File: src/hw/rtl/rgcs_pkg.sv
// Shared types and constants of the rectangular geofence channel select unit.
// No dependencies.
package rgcs_pkg;

   localparam int MAX_ENTRIES = 32;
   localparam int COORD_W     = 29;
   localparam int CHAN_W      = 8;
   localparam int RIDX_W      = 5;
   localparam int IDX_W       = (MAX_ENTRIES > 1) ? $clog2(MAX_ENTRIES) : 1;
   localparam int CNT_W       = $clog2(MAX_ENTRIES + 1);

   localparam logic KIND_APPEND   = 1'b0;
   localparam logic KIND_POSITION = 1'b1;

   typedef logic signed [COORD_W-1:0] coord_type;
   typedef logic [CHAN_W-1:0]         chan_type;
   typedef logic [IDX_W-1:0]          idx_type;
   typedef logic [CNT_W-1:0]          cnt_type;

   typedef struct packed {
      coord_type west;
      coord_type east;
      coord_type south;
      coord_type north;
      chan_type  chan;
   } region_type;

   // broadcast to every cell while a scan runs
   typedef struct packed {
      coord_type lon;
      coord_type lat;
      idx_type   cur;
      cnt_type   count;
   } query_type;

   // scan token handed from cell to cell
   typedef struct packed {
      logic     valid;
      logic     keep;
      logic     found;
      idx_type  idx;
      chan_type chan;
      chan_type def_chan;
   } token_type;

endpackage

File: src/hw/rtl/rgcs_cell.sv
// One region cell of the scan chain: holds a region and checks the query
// against it as the scan token passes. Depends on rgcs_pkg.
module rgcs_cell (
   input  logic                  clock,
   input  logic                  reset,
   input  rgcs_pkg::idx_type     cell_index,
   input  logic                  wr_en,
   input  rgcs_pkg::region_type  wr_data,
   input  rgcs_pkg::query_type   query,
   input  rgcs_pkg::token_type   tok_in,
   output rgcs_pkg::token_type   tok_out
);

   rgcs_pkg::region_type region_ff;
   rgcs_pkg::token_type  tok_ff;
   rgcs_pkg::token_type  tok_in_nxt;
   logic                 occupied;
   logic                 incl_hit;
   logic                 strict_hit;

   always_ff @(posedge clock) begin
      if (wr_en && (rgcs_pkg::CNT_W'(cell_index) == query.count)) begin
         region_ff <= wr_data;
      end
   end

   assign occupied = rgcs_pkg::CNT_W'(cell_index) < query.count;

   assign incl_hit = occupied && (cell_index == query.cur) &&
                     (query.lon >= region_ff.west) && (query.lon <= region_ff.east) &&
                     (query.lat >= region_ff.south) && (query.lat <= region_ff.north);

   // entry 0 is never picked by its bounds during the scan
   assign strict_hit = occupied && (cell_index != '0) &&
                       (query.lon > region_ff.west) && (query.lon < region_ff.east) &&
                       (query.lat > region_ff.south) && (query.lat < region_ff.north);

   always_comb begin
      tok_in_nxt      = tok_in;
      tok_in_nxt.keep = tok_in.keep | incl_hit;
      if (cell_index == '0) begin
         tok_in_nxt.def_chan = region_ff.chan;
      end
      if (!tok_in.found && strict_hit) begin
         tok_in_nxt.found = 1'b1;
         tok_in_nxt.idx   = cell_index;
         tok_in_nxt.chan  = region_ff.chan;
      end
   end

   always_ff @(posedge clock) begin
      if (reset) begin
         tok_ff <= '0;
      end else begin
         tok_ff <= tok_in_nxt;
      end
   end

   assign tok_out = tok_ff;

endmodule

File: config.mk
export PLATFORM = sky130hd
export DESIGN_NAME = rgcs_cell
export DESIGN_NICKNAME = d
export VERILOG_FILES = /design/src/hw/rtl/rgcs_pkg.sv /design/src/hw/rtl/rgcs_cell.sv
export SDC_FILE = /design/constraint.sdc
export NUM_CORES = 1
export LEC_CHECK = 0
export BUFFER_PORTS_ARGS = -buffer_cell sky130_fd_sc_hd__buf_2
export CORE_ASPECT_RATIO = 0.7
export CORE_MARGIN = 5
export CORE_UTILIZATION = 39
export DETAILED_ROUTE_END_ITERATION = 8
export GPL_TIMING_DRIVEN = 0
export SLEW_MARGIN = 20
export SYNTH_ARGS = -nofsm -noshare
export SYNTH_HDL_FRONTEND = slang
export SYNTH_SLANG_ARGS = --single-unit
export TNS_END_PERCENT = 5
File: constraint.sdc
create_clock -name clock -period 7.7 [get_ports clock]
set_input_delay 0.77 -clock clock [delete_from_list [all_inputs] [get_ports clock]]
set_output_delay 0.77 -clock clock [all_outputs]
set_load 0.03 [all_outputs]
==> results.toml <==
[cells_and_area]
nets = 1288
stdcell_count = 1225
regArea_um2 = 4200
drive_above_1_share_pct = 30.7
multi_input_area_um2 = 3240
n_antenna_cell = 0
syn_to_final_growth_pct = 28.7
nFillCells = 1838

[critical_path]
critical_path_arrival_ns = 3.72
cp-endpoint = "tok_out[12]"
worstSetupPathType = "in -> reg"
rr_endpoint = "tok_out[12]"
critical_path.top_delay_family = "simple AND/OR/NAND/NOR gates"
worstPathRequired_ns = 8.06
r2r_cells = 10
path_cells = "buf_2, ha_1, nand4_1, nor4_1, o41ai_1, nand2_1, mux2i_1, nor4_4, buf_6, mux2i_1"
reg2reg_from = "region_ff[63]"
critical_path.n_buffers_inverters = 2
r2r_setup_slack_ns = 4.44
path_common_cell = "mux2i_1"
max_stage_delay_ns = 0.90
worstPathMaxFanout = 10
cp-startpoint = "query[39]"
worst_setup_path_end_kind = "register"
crit_slowest_cell = "nor4_1"
cp.depth = 10
start_kind = "input pin"

[die]
core.rowCount = 43
chipHeight_um = 129
io_pins = 249
core_area_um2 = 19900
start_util_pct = 39.8
dieArea_um2 = 23300
die_x_um = 180

[detailed_routing]
via_per_inst = 4.69
post_drt_wl_per_cell_um = 15.7
drt_iter0_markers = 212
wl_um = 19200
ant_nets = 0
drt_pass1_iterations = 5
drcViolationCount = 0
num_vias = 5743

[place]
place.gp.congestion = 0.812
dp_hpwl_um = 15900
portBuffers = 247
place_inst = 1193

[clock_tree]
cts_tree = "built"
path_clk_slew_ns = 0.07
postCtsHoldBufs = 0
clk_latency_ns = 0.44
cts.repair.resized = 0
clkSinkCount = 148
clockBufferDepth = 2
postCtsSetupBuffers = 0
cts_buffers = 17
root_buffer = "clkbuf_16"
htreeDepth = 4

[min_path]
min_from = "wr_data[0]"
hold_class = "in -> reg"

[synth]
yosysWarnings = 0
synth_compound_area_share_pct = 7.96
muxShareOfSynthArea_pct = 3.22
syn_inst = 670
synth_top_family_by_area = "adder cells"
synth-xor-area-share_pct = 0.553
syn_avg_cell_area_um2 = 11.8
synth_area_um2 = 7920
synth-seq-area-share_pct = 53.1
syn_nets = 1016
synth-edff-count = 124
ys.flop_type = "edfxtp_1"
async_reset_ff_share_pct = 0
synth-simple-area-share_pct = 9.97
synth_cell_types = 50
ys_seq_elements = 148
synthAdderAreaFrac_pct = 19.1

[global_routing]
grt_max_degree = 27
grt_overflow_total = 0
grt_pass1_wl_um = 30700
grt_usage_pct = 17.0
grt_pass1_vias = 5992
antenna_found_initial = 4

[timing]
worstMarginPinSlew_ns = 1.01
grt_setup_unrepaired = "false"
finalMaxSlewViolations = 0
hold_viol = 0
clock_skew_ns = 0.0170
setup_viol = 0
period_share_pct = 43.6
clock.fmax_mhz = 298
finalCriticalPeriod_ns = 3.36
fin_setup_tns_ns = 0
slew_headroom_pct = 32.1

[pwr]
power_mw = 1.86
ir_worst_vdd_mv = 0.134
power_density_nw_per_um2 = 182
p_leak_nw = 4.81

[status]
outcome = "completed"

[run]
max_cap_viol_count = 0
report_power, final:
part	leakage, nW	switching (mW)	internal, mW
registers	1.32	0.00359	0.882
clock network	0.280	0.333	0.439
logic	3.21	0.106	0.0961
total	4.81	0.442	1.42
stage by stage:
step	hold slack [ns]	instance area, um2	util, %	setup WS, ns
after floorplan	0.483	7920	-	0.745
after global placement	0.509	9500	47.7	-2.06
after detailed placement	0.510	9650	48.5	3.92
after CTS	0.477	10200	51.2	4.38
after global routing	0.479	10200	51.2	4.29
final	0.505	10200	51.2	4.34
kinds of logic after synthesis:
kind of cell	after synthesis
adder cells (fa/ha/maj)	121
AO/OA/AOI/OAI	102
AND/OR/NAND/NOR	142
flip-flops	148
XOR/XNOR	5
buffers and inverters	127
multiplexers	25
worst min path at each step:
stage,end,slack [ns],cells past startpoint
floorplan,tok_out[0],0.48,2
global placement,tok_out[1],0.51,2
detailed placement,tok_out[6],0.51,2
CTS,region_ff[0],0.48,1
global route,region_ff[0],0.48,1
finish,region_ff[0],0.50,1
layer usage:
metal	track usage (%)	wire (um)	vias up
met1	22.7	9090	2594
met2	26.3	8440	165
li1	-	-	2944
met5	0	42	-
met3	6.06	1360	32
met4	5.02	282	8
cell usage after synthesis (all sizes together), types with 2 or more instances:
library cell,instances,area (um2)
mux2i,24,240
nand2,28,105
a21boi,4,30.0
clkbuf,4,15.0
nor4,5,46.3
edfxtp,124,3720
nand4,18,113
a31oi,3,18.8
ha,121,1510
nor2b,5,31.3
inv,122,458
and4,4,35.0
nand3b,2,15.0
xnor2,4,35.0
o41ai,2,17.5
a211oi,2,15.0
nor2,20,82.6
a221oi,2,17.5
o21ai,16,83.8
a21oi,46,230
nand3,14,70.1
nor3,8,40.0
a21o,8,60.1
dfxtp,24,480
or4,2,18.8
nand2b,30,188
a311oi,2,17.5
o21a,3,22.5
o31ai,3,22.5
o211ai,6,50.1
worst reg2reg max path, stage by stage (launching register included):
cell and delay, ns:
edfxtp_1 0.34, inv_1 0.04, ha_1 0.29, nand4_1 0.16
nor4_1 0.90, o41ai_1 0.22, nand2_1 0.13, mux2i_1 0.18
nor4_4 0.48, buf_6 0.24, mux2i_1 0.22
final cells by class:
cell class                      instances  share of cell area (%)
Sequential cell                       148                    41.2
Multi-Input combinational cell        395                    31.8
Timing Repair Buffer                  253                    13.6
Clock buffer                           20                    4.59
Inverter                              122                    4.49
Tap cell                              270                    3.31
Clock inverter                         12                   0.748
Buffer                                  5                   0.258
placed cells by master (no fill, tap or decap), drive strengths merged, types with 8 or more instances in the layout:
master  instances
edfxtp        124
nand3          14
a21oi          46
dfxtp          24
clkbuf         24
nand2b         30
nand2          28
a21o            8
mux2i          24
o21ai          16
nand4          18
inv           127
ha            121
buf           254
nor3            8
nor2           20
state kept, by name, indices dropped and copies added (netlist names):
name	cells
region_ff	124
tok_out	24
Power figures use the tool's default switching activity.
